`src/rtl/clx_pkg.sv`:
```
// ----------------------------------------------------------------------------
// clx_pkg
// Shared types, character codes and keyword table of the c-subset lexer.
// ----------------------------------------------------------------------------
package clx_pkg;

   localparam int WORD_BUFFER_CHARS_DEF = 8;
   localparam int LENGTH_BITS_DEF       = 16;

   localparam int NUM_KEYWORDS  = 13;
   localparam int KW_MAX_CHARS  = 6;
   localparam int QUEUE_DEPTH   = 4;
   localparam int REQ_DATA_W    = 8;
   localparam int RSP_DATA_W    = 40;
   localparam int RSP_USER_W    = 3;
   localparam int OUT_LEN_W     = 16;

   // keyword text, last character in the lowest byte
   localparam logic [8*KW_MAX_CHARS-1:0] KW_TEXT [NUM_KEYWORDS] = '{
      "int", "float", "double", "char", "if", "else", "while",
      "for", "return", "void", "main", "cout", "cin"
   };
   localparam int KW_LEN [NUM_KEYWORDS] = '{3, 5, 6, 4, 2, 4, 5, 3, 6, 4, 4, 4, 3};

   localparam logic [7:0] CH_QUOTE  = 8'h22;
   localparam logic [7:0] CH_LT     = 8'h3C;
   localparam logic [7:0] CH_GT     = 8'h3E;
   localparam logic [7:0] CH_EQ     = 8'h3D;
   localparam logic [7:0] CH_PLUS   = 8'h2B;
   localparam logic [7:0] CH_MINUS  = 8'h2D;
   localparam logic [7:0] CH_STAR   = 8'h2A;
   localparam logic [7:0] CH_SLASH  = 8'h2F;
   localparam logic [7:0] CH_LPAREN = 8'h28;
   localparam logic [7:0] CH_RPAREN = 8'h29;
   localparam logic [7:0] CH_LBRACE = 8'h7B;
   localparam logic [7:0] CH_RBRACE = 8'h7D;
   localparam logic [7:0] CH_SEMI   = 8'h3B;
   localparam logic [7:0] CH_DOT    = 8'h2E;

   typedef enum logic [2:0] {
      CLS_KEYWORD  = 3'd0,
      CLS_CONSTANT = 3'd1,
      CLS_IDENT    = 3'd2,
      CLS_STRING   = 3'd3,
      CLS_OPERATOR = 3'd4,
      CLS_SPECIAL  = 3'd5
   } token_class_type;

   typedef enum logic {
      ACT_CHAR  = 1'b0,
      ACT_FLUSH = 1'b1
   } action_type;

   typedef struct packed {
      token_class_type       cls;
      logic [3:0]            kw_idx;
      logic [OUT_LEN_W-1:0]  length;
      logic [7:0]            sym1;
      logic [7:0]            sym2;
   } token_type;

   typedef struct packed {
      token_type tok0;
      token_type tok1;
      logic      two;
   } q_entry_type;

   typedef struct packed {
      logic        valid;
      q_entry_type entry;
   } q_head_type;

   function automatic logic is_digit(input logic [7:0] c);
      return (c >= 8'h30) && (c <= 8'h39);
   endfunction

   function automatic logic is_word_char(input logic [7:0] c);
      return ((c >= 8'h41) && (c <= 8'h5A)) || ((c >= 8'h61) && (c <= 8'h7A)) ||
             is_digit(c) || (c == CH_DOT);
   endfunction

   function automatic logic is_op_char(input logic [7:0] c);
      return (c == CH_EQ) || (c == CH_PLUS) || (c == CH_MINUS) || (c == CH_STAR) ||
             (c == CH_SLASH) || (c == CH_GT);
   endfunction

   function automatic logic is_special_char(input logic [7:0] c);
      return (c == CH_LPAREN) || (c == CH_RPAREN) || (c == CH_LBRACE) ||
             (c == CH_RBRACE) || (c == CH_SEMI);
   endfunction

   function automatic token_type sym_token(input token_class_type cls,
                                           input logic [7:0] s1, input logic [7:0] s2);
      token_type t;
      t.cls    = cls;
      t.kw_idx = '0;
      t.length = '0;
      t.sym1   = s1;
      t.sym2   = s2;
      return t;
   endfunction

endpackage

```
`src/rtl/c_subset_lexer.sv`:
```
// ----------------------------------------------------------------------------
// c_subset_lexer
// Tokenizer for a small C subset, one source character per request.
//
//   channel | direction | tdata                 | tuser        | tlast
//   req_    | in        | char_code[7:0]        | action       | -
//   rsp_    | out       | kw, length, sym1/sym2 | token_class  | last_in_run
//
// one request per cycle while the queue is not full, decoded combinationally in the front part
// responses leave one per cycle while rsp_tready is high; a request with two tokens gives two
// the queue holds four entries; req_tready drops only when it is full
// reset clears the lexer state, apart from the word buffer, and empties the queue
// ----------------------------------------------------------------------------
module c_subset_lexer
   import clx_pkg::*;
#(
   parameter int WORD_BUFFER_CHARS = WORD_BUFFER_CHARS_DEF,
   parameter int LENGTH_BITS       = LENGTH_BITS_DEF
) (
   input  logic                  clock,
   input  logic                  reset,
   input  logic                  req_tvalid,
   output logic                  req_tready,
   input  logic [REQ_DATA_W-1:0] req_tdata,  // [7:0] char_code
   input  logic                  req_tuser,  // [0] action
   output logic                  rsp_tvalid,
   input  logic                  rsp_tready,
   output logic [RSP_DATA_W-1:0] rsp_tdata,  // [3:0] keyword_index, [19:4] token_length,
                                             // [27:20] symbol_first, [35:28] symbol_second
   output logic [RSP_USER_W-1:0] rsp_tuser,  // [2:0] token_class
   output logic                  rsp_tlast
);

   logic        q_full, q_push, q_pop;
   q_entry_type q_push_entry;
   q_head_type  q_head;

   clx_front #(
      .WORD_BUFFER_CHARS (WORD_BUFFER_CHARS),
      .LENGTH_BITS       (LENGTH_BITS)
   ) u_front (
      .clock        (clock),
      .reset        (reset),
      .req_tvalid   (req_tvalid),
      .req_tready   (req_tready),
      .req_tdata    (req_tdata),
      .req_tuser    (req_tuser),
      .q_full       (q_full),
      .q_push       (q_push),
      .q_push_entry (q_push_entry)
   );

   clx_queue u_queue (
      .clock      (clock),
      .reset      (reset),
      .push       (q_push),
      .push_entry (q_push_entry),
      .full       (q_full),
      .pop        (q_pop),
      .head       (q_head)
   );

   clx_back u_back (
      .clock      (clock),
      .reset      (reset),
      .head       (q_head),
      .pop        (q_pop),
      .rsp_tvalid (rsp_tvalid),
      .rsp_tready (rsp_tready),
      .rsp_tdata  (rsp_tdata),
      .rsp_tuser  (rsp_tuser),
      .rsp_tlast  (rsp_tlast)
   );

endmodule

```
`src/rtl/clx_front.sv`:
```
// ----------------------------------------------------------------------------
// clx_front
// Accepts characters, tracks word and string state, and builds the tokens
// that each request causes as one queue entry.
// ----------------------------------------------------------------------------
module clx_front
   import clx_pkg::*;
#(
   parameter int WORD_BUFFER_CHARS = WORD_BUFFER_CHARS_DEF,
   parameter int LENGTH_BITS       = LENGTH_BITS_DEF
) (
   input  logic                  clock,
   input  logic                  reset,
   input  logic                  req_tvalid,
   output logic                  req_tready,
   input  logic [REQ_DATA_W-1:0] req_tdata,
   input  logic                  req_tuser,
   input  logic                  q_full,
   output logic                  q_push,
   output q_entry_type           q_push_entry
);

   logic                   in_string_ff, in_string_in;
   logic                   pending_ff, pending_in;
   logic [LENGTH_BITS-1:0] run_len_ff, run_len_in;
   logic [1:0]             dot_cnt_ff, dot_cnt_in;
   logic                   non_digit_ff, non_digit_in;
   logic [7:0]             wbuf_ff [WORD_BUFFER_CHARS];

   logic                   fire;
   logic [7:0]             c;
   logic                   buf_wr;
   logic                   kw_hit, kw_eq;
   logic [3:0]             kw_idx;
   logic [OUT_LEN_W-1:0]   len_sat;
   token_type              word_tok, tok_a, tok_b;
   logic                   a_valid, b_valid;
   logic                   run_full;

   assign req_tready = !q_full;
   assign fire       = req_tvalid && req_tready;
   assign c          = req_tdata;
   assign run_full   = (run_len_ff == '1);

   // output length saturates at 16 bits
   always_comb begin
      if (32'(run_len_ff) > 32'd65535) begin
         len_sat = '1;
      end else begin
         len_sat = OUT_LEN_W'(32'(run_len_ff));
      end
   end

   // keyword match against the stored word
   always_comb begin
      kw_hit = 1'b0;
      kw_idx = '0;
      kw_eq  = 1'b0;
      for (int k = 0; k < NUM_KEYWORDS; k++) begin
         kw_eq = (KW_LEN[k] <= WORD_BUFFER_CHARS) && (32'(run_len_ff) == 32'(KW_LEN[k]));
         for (int j = 0; j < KW_MAX_CHARS; j++) begin
            if (j < KW_LEN[k] && j < WORD_BUFFER_CHARS) begin
               if (wbuf_ff[j] != KW_TEXT[k][8*(KW_LEN[k]-1-j) +: 8]) begin
                  kw_eq = 1'b0;
               end
            end
         end
         if (!kw_hit && kw_eq) begin
            kw_hit = 1'b1;
            kw_idx = 4'(k);
         end
      end
   end

   always_comb begin
      word_tok.length = len_sat;
      word_tok.sym1   = '0;
      word_tok.sym2   = '0;
      if (kw_hit) begin
         word_tok.cls    = CLS_KEYWORD;
         word_tok.kw_idx = kw_idx;
      end else begin
         word_tok.kw_idx = '0;
         if (!non_digit_ff && dot_cnt_ff <= 2'd1) begin
            word_tok.cls = CLS_CONSTANT;
         end else begin
            word_tok.cls = CLS_IDENT;
         end
      end
   end

   always_comb begin
      in_string_in = in_string_ff;
      pending_in   = pending_ff;
      run_len_in   = run_len_ff;
      dot_cnt_in   = dot_cnt_ff;
      non_digit_in = non_digit_ff;
      buf_wr       = 1'b0;
      a_valid      = 1'b0;
      b_valid      = 1'b0;
      tok_a        = word_tok;
      tok_b        = sym_token(CLS_OPERATOR, c, 8'h00);

      if (req_tuser == ACT_FLUSH) begin
         if (pending_ff) begin
            a_valid = 1'b1;
            tok_a   = sym_token(CLS_OPERATOR, CH_LT, 8'h00);
         end else if (in_string_ff) begin
            a_valid     = 1'b1;
            tok_a       = word_tok;
            tok_a.cls   = CLS_STRING;
            tok_a.kw_idx = '0;
         end else begin
            a_valid = (run_len_ff != '0);
         end
         in_string_in = 1'b0;
         pending_in   = 1'b0;
         run_len_in   = '0;
         dot_cnt_in   = '0;
         non_digit_in = 1'b0;
      end else if (pending_ff && c == CH_LT) begin
         pending_in = 1'b0;
         a_valid    = 1'b1;
         tok_a      = sym_token(CLS_OPERATOR, CH_LT, CH_LT);
      end else if (in_string_ff) begin
         if (c == CH_QUOTE) begin
            a_valid      = 1'b1;
            tok_a.cls    = CLS_STRING;
            tok_a.kw_idx = '0;
            in_string_in = 1'b0;
            run_len_in   = '0;
         end else if (!run_full) begin
            run_len_in = run_len_ff + 1'b1;
         end
      end else begin
         // a pending less-than goes out first, no word can be open then
         if (pending_ff) begin
            pending_in = 1'b0;
            a_valid    = 1'b1;
            tok_a      = sym_token(CLS_OPERATOR, CH_LT, 8'h00);
         end
         if (is_word_char(c)) begin
            buf_wr = (32'(run_len_ff) < 32'(WORD_BUFFER_CHARS));
            if (!run_full) begin
               run_len_in = run_len_ff + 1'b1;
            end
            if (c == CH_DOT) begin
               if (dot_cnt_ff != 2'd2) begin
                  dot_cnt_in = dot_cnt_ff + 2'd1;
               end
            end else if (!is_digit(c)) begin
               non_digit_in = 1'b1;
            end
         end else begin
            if (!pending_ff) begin
               a_valid = (run_len_ff != '0);
            end
            run_len_in   = '0;
            dot_cnt_in   = '0;
            non_digit_in = 1'b0;
            if (c == CH_QUOTE) begin
               in_string_in = 1'b1;
            end else if (c == CH_LT) begin
               pending_in = 1'b1;
            end else if (is_op_char(c)) begin
               b_valid = 1'b1;
            end else if (is_special_char(c)) begin
               b_valid = 1'b1;
               tok_b   = sym_token(CLS_SPECIAL, c, 8'h00);
            end
         end
      end
   end

   always_comb begin
      q_push = fire && (a_valid || b_valid);
      q_push_entry.two  = a_valid && b_valid;
      q_push_entry.tok1 = tok_b;
      if (a_valid) begin
         q_push_entry.tok0 = tok_a;
      end else begin
         q_push_entry.tok0 = tok_b;
      end
   end

   always_ff @(posedge clock) begin
      if (reset) begin
         in_string_ff <= 1'b0;
         pending_ff   <= 1'b0;
         run_len_ff   <= '0;
         dot_cnt_ff   <= '0;
         non_digit_ff <= 1'b0;
      end else if (fire) begin
         in_string_ff <= in_string_in;
         pending_ff   <= pending_in;
         run_len_ff   <= run_len_in;
         dot_cnt_ff   <= dot_cnt_in;
         non_digit_ff <= non_digit_in;
      end
   end

   always_ff @(posedge clock) begin
      for (int i = 0; i < WORD_BUFFER_CHARS; i++) begin
         if (fire && buf_wr && 32'(run_len_ff) == 32'(i)) begin
            wbuf_ff[i] <= c;
         end
      end
   end

endmodule

```
`src/rtl/clx_queue.sv`:
```
// ----------------------------------------------------------------------------
// clx_queue
// Short queue of token entries between the front and back parts.
// ----------------------------------------------------------------------------
module clx_queue
   import clx_pkg::*;
(
   input  logic        clock,
   input  logic        reset,
   input  logic        push,
   input  q_entry_type push_entry,
   output logic        full,
   input  logic        pop,
   output q_head_type  head
);

   localparam int PTR_W = $clog2(QUEUE_DEPTH);
   localparam int CNT_W = $clog2(QUEUE_DEPTH + 1);

   q_entry_type        mem_ff [QUEUE_DEPTH];
   logic [PTR_W-1:0]   wr_ptr_ff, wr_ptr_in;
   logic [PTR_W-1:0]   rd_ptr_ff, rd_ptr_in;
   logic [CNT_W-1:0]   count_ff, count_in;
   logic               do_push, do_pop;

   assign full       = (count_ff == CNT_W'(QUEUE_DEPTH));
   assign do_push    = push && !full;
   assign do_pop     = pop && (count_ff != '0);
   assign head.valid = (count_ff != '0);
   assign head.entry = mem_ff[rd_ptr_ff];

   always_comb begin
      wr_ptr_in = wr_ptr_ff;
      rd_ptr_in = rd_ptr_ff;
      count_in  = count_ff;
      if (do_push) begin
         wr_ptr_in = (wr_ptr_ff == PTR_W'(QUEUE_DEPTH - 1)) ? '0 : wr_ptr_ff + 1'b1;
      end
      if (do_pop) begin
         rd_ptr_in = (rd_ptr_ff == PTR_W'(QUEUE_DEPTH - 1)) ? '0 : rd_ptr_ff + 1'b1;
      end
      if (do_push && !do_pop) begin
         count_in = count_ff + 1'b1;
      end else if (do_pop && !do_push) begin
         count_in = count_ff - 1'b1;
      end
   end

   always_ff @(posedge clock) begin
      if (reset) begin
         wr_ptr_ff <= '0;
         rd_ptr_ff <= '0;
         count_ff  <= '0;
      end else begin
         wr_ptr_ff <= wr_ptr_in;
         rd_ptr_ff <= rd_ptr_in;
         count_ff  <= count_in;
      end
   end

   always_ff @(posedge clock) begin
      if (do_push) begin
         mem_ff[wr_ptr_ff] <= push_entry;
      end
   end

endmodule

```
`src/rtl/clx_back.sv`:
```
// ----------------------------------------------------------------------------
// clx_back
// Sends the one or two tokens of each queue entry on the response channel
// and marks the last one.
// ----------------------------------------------------------------------------
module clx_back
   import clx_pkg::*;
(
   input  logic                  clock,
   input  logic                  reset,
   input  q_head_type            head,
   output logic                  pop,
   output logic                  rsp_tvalid,
   input  logic                  rsp_tready,
   output logic [RSP_DATA_W-1:0] rsp_tdata,
   output logic [RSP_USER_W-1:0] rsp_tuser,
   output logic                  rsp_tlast
);

   logic      phase_ff, phase_in;
   logic      fire;
   token_type tok;

   assign tok        = phase_ff ? head.entry.tok1 : head.entry.tok0;
   assign rsp_tvalid = head.valid;
   assign rsp_tlast  = phase_ff || !head.entry.two;
   assign rsp_tuser  = tok.cls;
   assign rsp_tdata  = {4'b0000, tok.sym2, tok.sym1, tok.length, tok.kw_idx};
   assign fire       = rsp_tvalid && rsp_tready;
   assign pop        = fire && rsp_tlast;

   always_comb begin
      phase_in = phase_ff;
      if (fire) begin
         phase_in = !rsp_tlast;
      end
   end

   always_ff @(posedge clock) begin
      if (reset) begin
         phase_ff <= 1'b0;
      end else begin
         phase_ff <= phase_in;
      end
   end

endmodule

```
`config.mk`:
```
export PLATFORM = sky130hd
export DESIGN_NAME = c_subset_lexer
export DESIGN_NICKNAME = d
export VERILOG_FILES = /design/src/rtl/clx_pkg.sv /design/src/rtl/c_subset_lexer.sv /design/src/rtl/clx_front.sv /design/src/rtl/clx_queue.sv /design/src/rtl/clx_back.sv
export SDC_FILE = /design/constraint.sdc
export NUM_CORES = 1
export LEC_CHECK = 0
export ABC_AREA = 0
export BUFFER_PORTS_ARGS = -buffer_cell sky130_fd_sc_hd__buf_2
export CAP_MARGIN = 20
export CORE_MARGIN = 2
export CORE_UTILIZATION = 50
export DETAILED_ROUTE_END_ITERATION = 16
export GPL_TIMING_DRIVEN = 0
export PLACE_DENSITY = 0.72
export SLEW_MARGIN = 20
export SYNTH_ARGS = -nofsm -noshare
export SYNTH_HDL_FRONTEND = slang
export SYNTH_HIERARCHICAL = 1
export SYNTH_SLANG_ARGS = --single-unit
```
`constraint.sdc`:
```
create_clock -name clock -period 14.2 [get_ports clock]
set_input_delay 2.84 -clock clock [delete_from_list [all_inputs] [get_ports clock]]
set_output_delay 2.84 -clock clock [all_outputs]
set_load 0.01 [all_outputs]
```
==> results of run 1 <==
## cells by family after synthesis
group,count (synthesis),share of synthesized area
AND/OR/NAND/NOR,262,0.0976
buffers and inverters,110,0.0425
adder cells (fa/ha/maj),13,0.0100
XOR/XNOR,12,0.00618
multiplexers,124,0.134
AO/OA/AOI/OAI,68,0.0299
other,3,0.000662
flip-flops,395,0.679
## state kept, by name (all words and copies together) (netlist names), named ones only
signal	count
u_back/phase_ff	1
u_front/dot_cnt_ff	2
u_front/in_string_ff	1
u_front/len_sat	16
u_front/non_digit_ff	1
u_front/pending_ff	1
u_front/wbuf_ff	48
u_queue/count_ff	3
u_queue/mem_ff	316
u_queue/rd_ptr_ff	2
u_queue/wr_ptr_ff	2
## worst min path at each step
stage | start | end | slack, ns
CTS | u_front/non_digit_ff$_SDFFE_PP0P_ | u_front/non_digit_ff$_SDFFE_PP0P_ | 0.50
floorplan | u_front/dot_cnt_ff[0]$_SDFFE_PP0P_ | u_front/dot_cnt_ff[0]$_SDFFE_PP0P_ | 0.44
detailed placement | u_front/non_digit_ff$_SDFFE_PP0P_ | u_front/non_digit_ff$_SDFFE_PP0P_ | 0.48
global route | u_queue/rd_ptr_ff[0]$_SDFFE_PP0P_ | flop | 0.51
global placement | u_front/dot_cnt_ff[0]$_SDFFE_PP0P_ | u_front/dot_cnt_ff[0]$_SDFFE_PP0P_ | 0.47
finish | u_front/non_digit_ff$_SDFFE_PP0P_ | u_front/non_digit_ff$_SDFFE_PP0P_ | 0.49
## cell type report
class	count	area, sq um
Inverter	19	72.6
Clock buffer	56	1110
Timing Repair Buffer	61	395
Tap cell	448	561
Clock inverter	20	165
Sequential cell	395	11600
Multi-Input combinational cell	517	4900
Fill cell	2552	14100
Buffer	91	651
## power by group
group          internal, mW  total [mW]  switching, mW  leakage, nW
logic                0.0765       0.166         0.0894         2.25
clock network         0.576        1.01          0.431        0.623
registers              1.29        1.30        0.00699         3.54
total                  1.94        2.47          0.528         6.42
## stage by stage
step	hold slack [ns]	std cells
6_report	0.492	1607
5_1_grt	0.510	1607
4_1_cts	0.498	1607
3_5_place_dp	0.481	1531
3_3_place_gp	0.467	1524
2_1_floorplan	0.443	1022
## worst max-delay path, delay by kind of cell
| kind | cells | cell delay [ns] |
|---|---|---|
| and+or+nand+nor | 4 | 1.19 |
| AOI/OAI and AO/OA | 5 | 1.18 |
| buffers and inverters | 5 | 0.70 |
| adders and majority gates | 2 | 0.60 |
| xor gates and xnor gates | 1 | 0.18 |
## layer usage
| layer | global-route usage | vias to the layer above | part of all wire |
|---|---|---|---|
| met1 | 0.259 | 4582 | 0.43 |
| met3 | 0.0264 | 72 | 0.046 |
| met5 | 0 | - | 0.00048 |
| met2 | 0.322 | 234 | 0.50 |
| li1 | - | 4150 | - |
| met4 | 0.0559 | 2 | 0.026 |
## layout by cell type (no fill, tap or decap), types with 5 or more instances in the layout
| cell type | synthesis | final |
|---|---|---|
| nor2_1 | 47 | 47 |
| and2_1 | 16 | 16 |
| dfxtp_1 | 31 | 31 |
| o21ai_0 | 11 | 11 |
| nand2_1 | 32 | 32 |
| conb_1 | 3 | 38 |
| and3_1 | 15 | 11 |
| edfxtp_1 | 364 | 364 |
| nor4bb_1 | 9 | 9 |
| mux2_2 | 39 | 39 |
| nor3_1 | 11 | 11 |
| inv_1 | 18 | 18 |
| nor2b_1 | 8 | 8 |
| nand2b_1 | 10 | 10 |
| nor4b_1 | 12 | 12 |
| nor4_1 | 12 | 9 |
| nor3b_1 | 7 | 7 |
| nand4_1 | 16 | 16 |
| ha_1 | 12 | 12 |
| mux4_2 | 79 | 79 |
| buf_2 | 15 | 71 |
| clkinv_2 | 1 | 9 |
| clkbuf_1 | 11 | 24 |
| a21oi_1 | 18 | 18 |
| mux2i_1 | 6 | 6 |
| nand3b_1 | 5 | 5 |
| clkbuf_16 | 0 | 42 |
| buf_4 | 54 | 54 |
| buf_6 | 8 | 8 |
| or3_1 | 5 | 5 |
| nand4b_1 | 8 | 8 |
| xor2_1 | 8 | 8 |
| nand3_1 | 17 | 17 |
## synthesized netlist by cell type (all sizes together), types with 3 or more instances
cell,instances
nor3b,7
nand2b,10
inv,18
and3,15
ha,12
nand2,32
mux2i,6
xnor2,4
and2,20
nor2b,9
dfxtp,31
nor4b,13
xor2,8
and4,3
o31ai,4
nand3,17
nand4b,8
nor4,15
nor3,12
nor4bb,9
a31oi,4
a41o,3
and3b,3
buf,80
a21o,7
edfxtp,364
or3,5
mux2,39
o21ai,14
conb,3
or4,4
clkbuf,11
and4bb,3
a21oi,18
nand4,16
nand3b,6
nor2,47
mux4,79
==> impl_results.md, run 1 <==
* Prevailing post-synth register cell: edfxtp_1
* Max FO, Critical Path at 10
* Least-Margin Pin Slew at 1.02 ns
* WL final at 33300 microns
* Antenna-violating nets left at 0
* Final clock skew at 0.0224 ns
* Initial antenna violation count at 2
* CTS tree: done
* Critical path capture point: u_queue/count_ff[2]$_SDFFE_PP0P_
* Core ar. at 33500 sq um
* FP Rows at 67
* Die ar. at 35500 sq um
* Antenna Cells at 0
* Routed WL per cell at 20.7 microns
* IO Count at 59
* H-tree depth at 2
* Ranking of synthesized cells by area: edfxtp_1, mux4_2, dfxtp_1
* DR vias at 9040
* Clock-pin slew on the worst setup and hold paths at 0.06 ns
* Leak Pwr at 6.42 nW
* CP Capture Type: flop
* Setup WS pre-CTS at 7.54 ns
* CP arrival at 6.69 ns
* Total global routing overflow at 0
* Worst path slowest cell: or4b_4
* Status: finished clean
* R2R Path End: u_queue/count_ff[2]$_SDFFE_PP0P_
* Worst VDD drop at 0.0000938 V
* PostCTS Resize Cnt at 0
* Clk buf depth at 3
* Clk sink count at 395
* Total power at 2.47 mW
* R2R Path Start: u_front/pending_ff$_SDFFE_PP0P_
* Largest net degree at the start of global routing at 46
* Worst Reg2Reg Path Length in Cells at 15
* Nets at 1152
* Req. time, crit path at 14.67 ns
* CP startpoint: req_tdata[3]
* Residual DRC count at 0
* Avg Vias per Cell at 5.63
* Port bufs at 54
* Flops & latches, synth at 395
* Root buffer cell: clkbuf_16
* Synth area leader: edfxtp_1
* Post-synth EDFFs at 364
* Final core occ at 0.579
* Setup CP Type: in2reg
* R2R Setup Slk at 10.35 ns
* Later-pin clock latency in the skew report at 0.54 ns
* Top cell type's share of synthesized area at 0.643
* Hold Path Class: reg2reg
* Global-route wire length before repair at 51600 microns
* Layout overhead on the synthesized area at 14.1%
* Avg Synthesized Cell Area at 17.2 sq um
* Worst setup margin at 7.98 ns
* TritonRoute pass-1 iters at 5
* Critical Path Start Type: input port
* Cell Area, Placed at 18100 sq um
* Post-route design area at 19400 sq um
* GR Util All Layers at 0.190
* # setup viols final at 0
* Maximum clock frequency at 161 MHz
* TNS Setup at 0 ns
* RePlAce Congestion at 0.909
* Chip width at 188 microns
* Initial drt markers at 770
* Pwr Density at 127 nW/um^2
* Hold depth at 2
* Synthesized cell area at 17000 sq um
* RSZ-0062 raised after global routing: no
* Synth cell types at 79
* Die height at 188 microns
* Final Critical Period at 6.22 ns
* Max Cap Viol at 0
* Post-CTS Hold Buffers at 0
* Hold Vio Cnt, Final at 0
* Seq/Total Area, Yosys at 0.679
* Vias in the first global route at 9217
* Async SR Flop Fraction at 0
* Slew Viols, Final at 0
* Cell count after synthesis at 987
* DP HPWL at 21600 microns
* Share of cells above drive strength 1 at 0.308
* CTS buffer count at 41
* Crit-path max cell delay at 0.53 ns
* Critical path, cell by cell: buf_2 > buf_2 > or4b_4 > o41a_1 > o21ai_0 > nand2b_1 > a21o_1 > buf_6 > a21oi_1 > inv_1 > nor2_1 > ha_1 > inv_1 > fa_1 > xor2_1 > or3_1 > a21oi_1
* Starting density of the core at 0.507
* Ys Warns at 6
* Slew headroom at 0.312
* Final period util at 0.438
* Post-CTS Setup Bufs at 0
No activity file was read; power rests on OpenSTA's default activity.
==> inputs of run 2 (changes only) <==
Settings changed: ABC_AREA 0 to 1, PLACE_DENSITY 0.72 to 0.75.
Clock period 14.2 ns to 5.3 ns, I/O delays scaled along.
==> run 2 against run 1 <==
Effect of this change:
- total power rose to 3.5 times the previous value
- sequential cell count did not move
- cell count increased by 39%
- via count up 37%
- critical endpoint is now u_queue/mem_ff[0][16]$_DFFE_PP_
- largest cell class unchanged
- highest routed layer unchanged
==> impl_results.md, run 2 <==
* Status: finished clean (unchanged)
* Largest Register: u_queue/mem_ff (unchanged)
* Seq pwr share at 0.425 (was 0.525)
* WL final at 41600 microns (was 33300 microns)
* Initial antenna violation count at 1 (was 2)
* Sw power at 2.68 mW (was 0.528 mW)
* IO Count at 59 (unchanged)
* Total global routing overflow at 0 (unchanged)
* Clk buf depth at 3 (unchanged)
* CTS tree: done (unchanged)
* Synth area leader: edfxtp_1 (unchanged)
* Slew headroom at 0.379 (was 0.312)
* Avg Synthesized Cell Area at 10.9 sq um (was 17.2 sq um)
* Prevailing post-synth register cell: edfxtp_1 (unchanged)
* Critical Path Start Type: input port (unchanged)
* Initial drt markers at 1387 (was 770)
* Chip width at 191 microns (was 188 microns)
* Global-route wire length before repair at 63900 microns (was 51600 microns)
* Most frequent cells in the layout: edfxtp_1, nor2_1, nand2_1 (was edfxtp_1, mux4_2, buf_2)
* Max FO, Critical Path at 19 (was 10)
* Residual DRC count at 0 (unchanged)
* Max FFs per register at 316 (unchanged)
* Slew Viols, Final at 0 (unchanged)
* Most frequent cell after synthesis: edfxtp_1 (unchanged)
* Sw Share at 0.308 (was 0.214)
* FP Rows at 68 (was 67)
* Avg Vias per Cell at 5.53 (was 5.63)
* Layout overhead on the synthesized area at 15.6% (was 14.1%)
* Final Critical Period at 4.05 ns
* Antenna-violating nets left at 0 (unchanged)
* Combinational Power Share at 0.249 (was 0.067)
* Hold Vio Cnt, Final at 0 (unchanged)
* PostCTS Resize Cnt at 0 (unchanged)
* Later-pin clock latency in the skew report at 0.54 ns (about the same)
* Die height at 191 microns (was 188 microns)
* DP HPWL at 27700 microns (was 21600 microns)
* Vias in the first global route at 11955 (was 9217)
* Met1 Use GR at 0.297 (was 0.259)
* RePlAce Congestion at 0.896 (was 0.909)
* Leak Pwr at 7.58 nW (was 6.42 nW)
* Worst setup margin at 1.25 ns (was 7.98 ns)
* Clock Power Share at 0.326 (was 0.408)
* Synth cell types at 49 (was 79)
* Post-synth EDFFs at 364 (unchanged)
* Antenna Cells at 0 (unchanged)
* Clock-pin slew on the worst setup and hold paths at 0.06 ns (about the same)
* Routed WL per cell at 18.6 microns (was 20.7 microns)
* TritonRoute pass-1 iters at 5 (unchanged)
* Least-Margin Pin Slew at 0.930 ns (was 1.02 ns)
* Die ar. at 36500 sq um (was 35500 sq um)
* Ranking of synthesized cells by area: edfxtp_1, nor2_1, nand2_1 (was edfxtp_1, mux4_2, dfxtp_1)
* Largest net degree at the start of global routing at 23 (was 46)
* Fillers at 2749 (was 2552)
* Async SR Flop Fraction at 0 (unchanged)
* Port bufs at 53 (was 54)
* Post-synth top cells: edfxtp_1, nor2_1, nand2_1 (was edfxtp_1, mux4_2, buf_4)
* Nets at 1777 (was 1152)
* # setup viols final at 0 (unchanged)
* Synthesized cell area at 17500 sq um (was 17000 sq um)
* CP arrival at 4.30 ns (was 6.69 ns)
* RSZ-0062 raised after global routing: no (unchanged)
* Top cell type's share of synthesized area at 0.626 (was 0.643)
* Final clock skew at 0.00935 ns (was 0.0224 ns)
* Ys Warns at 6 (unchanged)
* Post-CTS Hold Buffers at 0 (unchanged)
* Hold Path Class: reg2reg (unchanged)
* Clk sink count at 395 (unchanged)
* Most Crowded Layer GR: met2 (unchanged)
* GR Util All Layers at 0.229 (was 0.190)
* Starting density of the core at 0.507 (about the same)
* Core ar. at 34500 sq um (was 33500 sq um)
* Int Pwr at 6.04 mW (was 1.94 mW)
* CTS buffer count at 40 (was 41)
* Max Cap Viol at 0 (unchanged)
* Cell count after synthesis at 1605 (was 987)
* DR vias at 12356 (was 9040)
* Final period util at 0.765
* Req. time, crit path at 5.55 ns (was 14.67 ns)
* Share of cells above drive strength 1 at 0.158 (was 0.308)
* Seq/Total Area, Yosys at 0.661 (was 0.679)
* Total power at 8.72 mW (was 2.47 mW)
* Met3 usage at 0.0376 (was 0.0264)
* H-tree depth at 2 (unchanged)
* Most common cell after layout, fill and taps aside: edfxtp_1 (unchanged)
* Root buffer cell: clkbuf_16 (unchanged)
* Setup CP Type: in2reg (unchanged)
* Worst VDD drop at 0.000376 V (was 0.0000938 V)
* Flops & latches, synth at 395 (unchanged)
* Setup WS pre-CTS at 0.739 ns (was 7.54 ns)
* Pwr Density at 432 nW/um^2 (was 127 nW/um^2)
* Maximum clock frequency at 247 MHz
* CP Capture Type: flop (unchanged)
* Post-CTS Setup Bufs at 0 (unchanged)
* Met2 Usage GRT at 0.391 (was 0.322)
## run 2: cells by family after synthesis
family / count (synthesis) / synth area share
buf+inv: 237 / 0.0717
fa+ha+maj: 13 / 0.00974
other cells: 3 / 0.000645
simple gates: 658 / 0.162
xor+xnor: 1 / 0.000501
compound gates: 298 / 0.0945
flops: 395 / 0.661
## run 2: layout make-up
class,count,area [sq um],share of cell area
Multi-Input combinational cell,1008,4850,0.240
Clock buffer,53,1080,0.0535
Clock inverter,16,245,0.0121
Inverter,125,473,0.0234
Buffer,112,779,0.0386
Sequential cell,395,11600,0.572
Timing Repair Buffer,69,653,0.0323
Tap cell,455,569,0.0282
## run 2: power by group through the flow
stage          clock network (mW)  registers, mW  logic [mW]
2_1_floorplan                   0           3.76        1.30
3_5_place_dp                    0           3.76        2.13
6_report                     2.85           3.70        2.17
5_1_grt                      3.00           3.71        2.37
4_1_cts                      2.89           3.70        2.16
3_3_place_gp                    0           3.80        2.02
## run 2: final timing paths
path | from | end | slack, ns | cells past startpoint
hold reg to reg | u_front/non_digit_ff$_SDFFE_PP0P_ | u_front/non_digit_ff$_SDFFE_PP0P_ | 0.47 | 2
setup / recovery | req_tdata[1] | u_queue/mem_ff[0][16]$_DFFE_PP_ | 1.25 | 14
setup reg to reg | u_front/len_sat[0]$_SDFFE_PP0P_ | u_queue/mem_ff[0][16]$_DFFE_PP_ | 1.92 | 13
hold / removal | u_front/non_digit_ff$_SDFFE_PP0P_ | u_front/non_digit_ff$_SDFFE_PP0P_ | 0.47 | 2
## run 2: per-stage QoR
| stage | setup TNS, ns | cells | hold slack, ns | util | cell area [sq um] |
|---|---|---|---|---|---|
| global route | 0 | 2233 | 0.497 | 0.586 | 20200 |
| floorplan | -281.37 | 1640 | 0.431 | - | 17600 |
| finish | 0 | 2233 | 0.469 | 0.586 | 20200 |
| global placement | -1323.20 | 2148 | 0.455 | 0.535 | 18400 |
| CTS | 0 | 2233 | 0.469 | 0.586 | 20200 |
| detailed placement | 0 | 2164 | 0.456 | 0.548 | 18900 |
## run 2: worst max-delay path: stages
cell and delay [ns]:
buf_2 0.28, inv_1 0.18, a21oi_2 0.22, nor2_1 0.07
a21oi_1 0.15, and2_1 0.27, nand3_1 0.14, nand2_1 0.12
nand2_4 0.11, a21oi_1 0.34, nand2_1 0.37, nor2_4 0.53
buf_12 0.25, buf_16 0.18
## run 2: metal layers
layer | up-vias | routed length (microns)
li1 | 5794 | -
met1 | 5999 | 16600
met2 | 476 | 20800
met3 | 85 | 3040
met4 | 2 | 1150
met5 | - | 13
==> inputs of run 3 (changes only) <==
Clock period 5.3 ns to 3.7 ns, I/O delays scaled along.
==> run 3 against run 2 <==
Effect of this change:
- critical path depth up 7
- die area unchanged
- sequential power up 43%
- non-clock buffer count up 7
- register-to-register slack worse by 1.3 ns
- largest cell class unchanged
- highest routed layer unchanged
==> impl_results.md, run 3 (synthesized netlist as in run 2, its figures left out) <==
* Antenna-violating nets left at 0 (unchanged)
* Routed WL per cell at 18.6 microns (about the same)
* H-tree depth at 2 (unchanged)
* CTS tree: done (unchanged)
* Status: finished clean (unchanged)
* RSZ-0062 raised after global routing: no (unchanged)
* Maximum clock frequency at 286 MHz
* Multi-input gate area at 4850 sq um (about the same)
* Clk buf depth at 3 (unchanged)
* Total global routing overflow at 0 (unchanged)
* DR vias at 12321 (was 12356)
* Global-route wire length before repair at 64500 microns (was 63900 microns)
* Setup CP Type: in2reg (unchanged)
* Hold Vio Cnt, Final at 0 (unchanged)
* Core ar. at 34500 sq um (unchanged)
* Worst VDD drop at 0.000365 V (was 0.000376 V)
* Final period util at 0.946
* Starting density of the core at 0.507 (unchanged)
* Hold depth at 2 (unchanged)
* Later-pin clock latency in the skew report at 0.54 ns (about the same)
* Post-CTS Setup Bufs at 0 (unchanged)
* Most frequent cells in the layout: edfxtp_1, nor2_1, nand2_1 (unchanged)
* Max FO, Critical Path at 11 (was 19)
* Reg area at 11600 sq um (unchanged)
* CP arrival at 3.93 ns (was 4.30 ns)
* Share of cells above drive strength 1 at 0.161 (was 0.158)
* Final Critical Period at 3.50 ns
* Fillers at 2720 (was 2749)
* Req. time, crit path at 4.13 ns (was 5.55 ns)
* FP Rows at 68 (unchanged)
* Layout overhead on the synthesized area at 15.6% (about the same)
* WL final at 41800 microns (was 41600 microns)
* Largest net degree at the start of global routing at 25 (was 23)
* Chip width at 191 microns (unchanged)
* Die height at 191 microns (unchanged)
* Worst setup margin at 0.200 ns (was 1.25 ns)
* Fin Hold WS at 0.477 ns (was 0.469 ns)
* Leak Pwr at 7.60 nW (was 7.58 nW)
* GR Util All Layers at 0.231 (was 0.229)
* Slew Viols, Final at 0 (unchanged)
* CTS buffer count at 40 (unchanged)
* Port bufs at 53 (unchanged)
* Antenna Cells at 0 (unchanged)
* Residual DRC count at 0 (unchanged)
* Critical path, cell by cell: buf_2 > inv_1 > a21oi_2 > nor2_1 > a21oi_1 > and2_1 > nand3_1 > nand2_1 > nand2_4 > a21oi_2 > nand2_2 > inv_1 > ha_1 > inv_1 > fa_1 > inv_1 > nand2_1 > nand3_1 > nand2_1 > inv_1 > nor2_1 (was buf_2 > inv_1 > a21oi_2 > nor2_1 > a21oi_1 > and2_1 > nand3_1 > nand2_1 > nand2_4 > a21oi_1 > nand2_1 > nor2_4 > buf_12 > buf_16)
* IO Count at 59 (unchanged)
* Worst path slowest cell: fa_1 (was nor2_4)
* Avg Vias per Cell at 5.49 (was 5.53)
* Initial drt markers at 1302 (was 1387)
* CP Capture Type: flop (unchanged)
* Slew headroom at 0.418 (was 0.379)
* RePlAce Congestion at 0.915 (was 0.896)
* Total power at 12.4 mW (was 8.72 mW)
* Cell count along the critical path at 21 (was 14)
* Final clock skew at 0.0183 ns (was 0.00935 ns)
* Clock-pin slew on the worst setup and hold paths at 0.06 ns (about the same)
* DP HPWL at 28400 microns (was 27700 microns)
* Buffers & Inverters on Critical Path at 6 (was 4)
* Post-CTS Hold Buffers at 0 (unchanged)
* Nets at 1784 (was 1777)
* Pwr Density at 613 nW/um^2 (was 432 nW/um^2)
* PostCTS Resize Cnt at 0 (unchanged)
* Setup WS pre-CTS at -0.434 ns (was 0.739 ns)
* Die ar. at 36500 sq um (unchanged)
* # setup viols final at 0 (unchanged)
* TNS Setup at 0 ns (unchanged)
* Most common cell after layout, fill and taps aside: edfxtp_1 (unchanged)
* Most used cell, CP: inv_1
* Max FFs per register at 316 (unchanged)
* Max Cap Viol at 0 (unchanged)
* Vias in the first global route at 12017 (was 11955)
* Critical Path Start Type: input port (unchanged)
* Root buffer cell: clkbuf_16 (unchanged)
* Clk sink count at 395 (unchanged)
* Initial antenna violation count at 1 (unchanged)
* Worst Reg2Reg Path Length in Cells at 12 (was 13)
* Crit-path max cell delay at 0.38 ns (was 0.53 ns)
* Largest Register: u_queue/mem_ff (unchanged)
* Hold Path Class: reg2reg (unchanged)
* Family with the most delay on the worst path: simple AND/OR/NAND/NOR gates (unchanged)
* Least-Margin Pin Slew at 0.871 ns (was 0.930 ns)
* TritonRoute pass-1 iters at 5 (unchanged)
==> run 3: metal layers <==
layer | global-route usage | part of all wire | up-vias
met2 | 0.387 | 0.49 | 485
met4 | 0.0909 | 0.033 | 2
li1 | - | - | 5801
met1 | 0.305 | 0.40 | 5940
met5 | 0 | 0.00029 | -
met3 | 0.0332 | 0.070 | 93
==> run 3: layout make-up <==
cell class / count / share of cell area
inverters: 125 / 0.0234
flip-flops and latches: 395 / 0.572
multi-input cells: 1008 / 0.240
clock inverters: 24 / 0.0112
well taps: 455 / 0.0282
clock buffers: 48 / 0.0521
plain buffers: 112 / 0.0386
repair buffers: 76 / 0.0348
==> run 3: final timing paths <==
kind / startpoint / to / slack [ns]
worst max-delay path: req_tdata[1] / u_queue/count_ff[2]$_SDFFE_PP0P_ / 0.20
worst min-delay path: u_front/non_digit_ff$_SDFFE_PP0P_ / u_front/non_digit_ff$_SDFFE_PP0P_ / 0.48
worst max register to register: flop / u_queue/count_ff[1]$_SDFFE_PP0P_ / 0.61
worst min register to register: u_front/non_digit_ff$_SDFFE_PP0P_ / u_front/non_digit_ff$_SDFFE_PP0P_ / 0.48
==> run 3: tightest hold or removal path, stage by stage (launching register included) <==
cell and delay, ns:
dfxtp_1 0.30, inv_1 0.06, a211oi_1 0.07
==> run 3: per-stage QoR <==
step	util	instance area, sq um	instances
final	0.586	20200	2243
after global routing	0.586	20200	2243
after CTS	0.584	20100	2236
after detailed placement	0.547	18900	2164
after global placement	0.536	18500	2148
after floorplan	-	17600	1640
==> run 3: report_power, final <==
part / total (mW) / switching (mW) / internal [mW]
logic: 3.15 / 2.11 / 1.05
clock network: 3.94 / 1.62 / 2.31
registers: 5.30 / 0.109 / 5.19
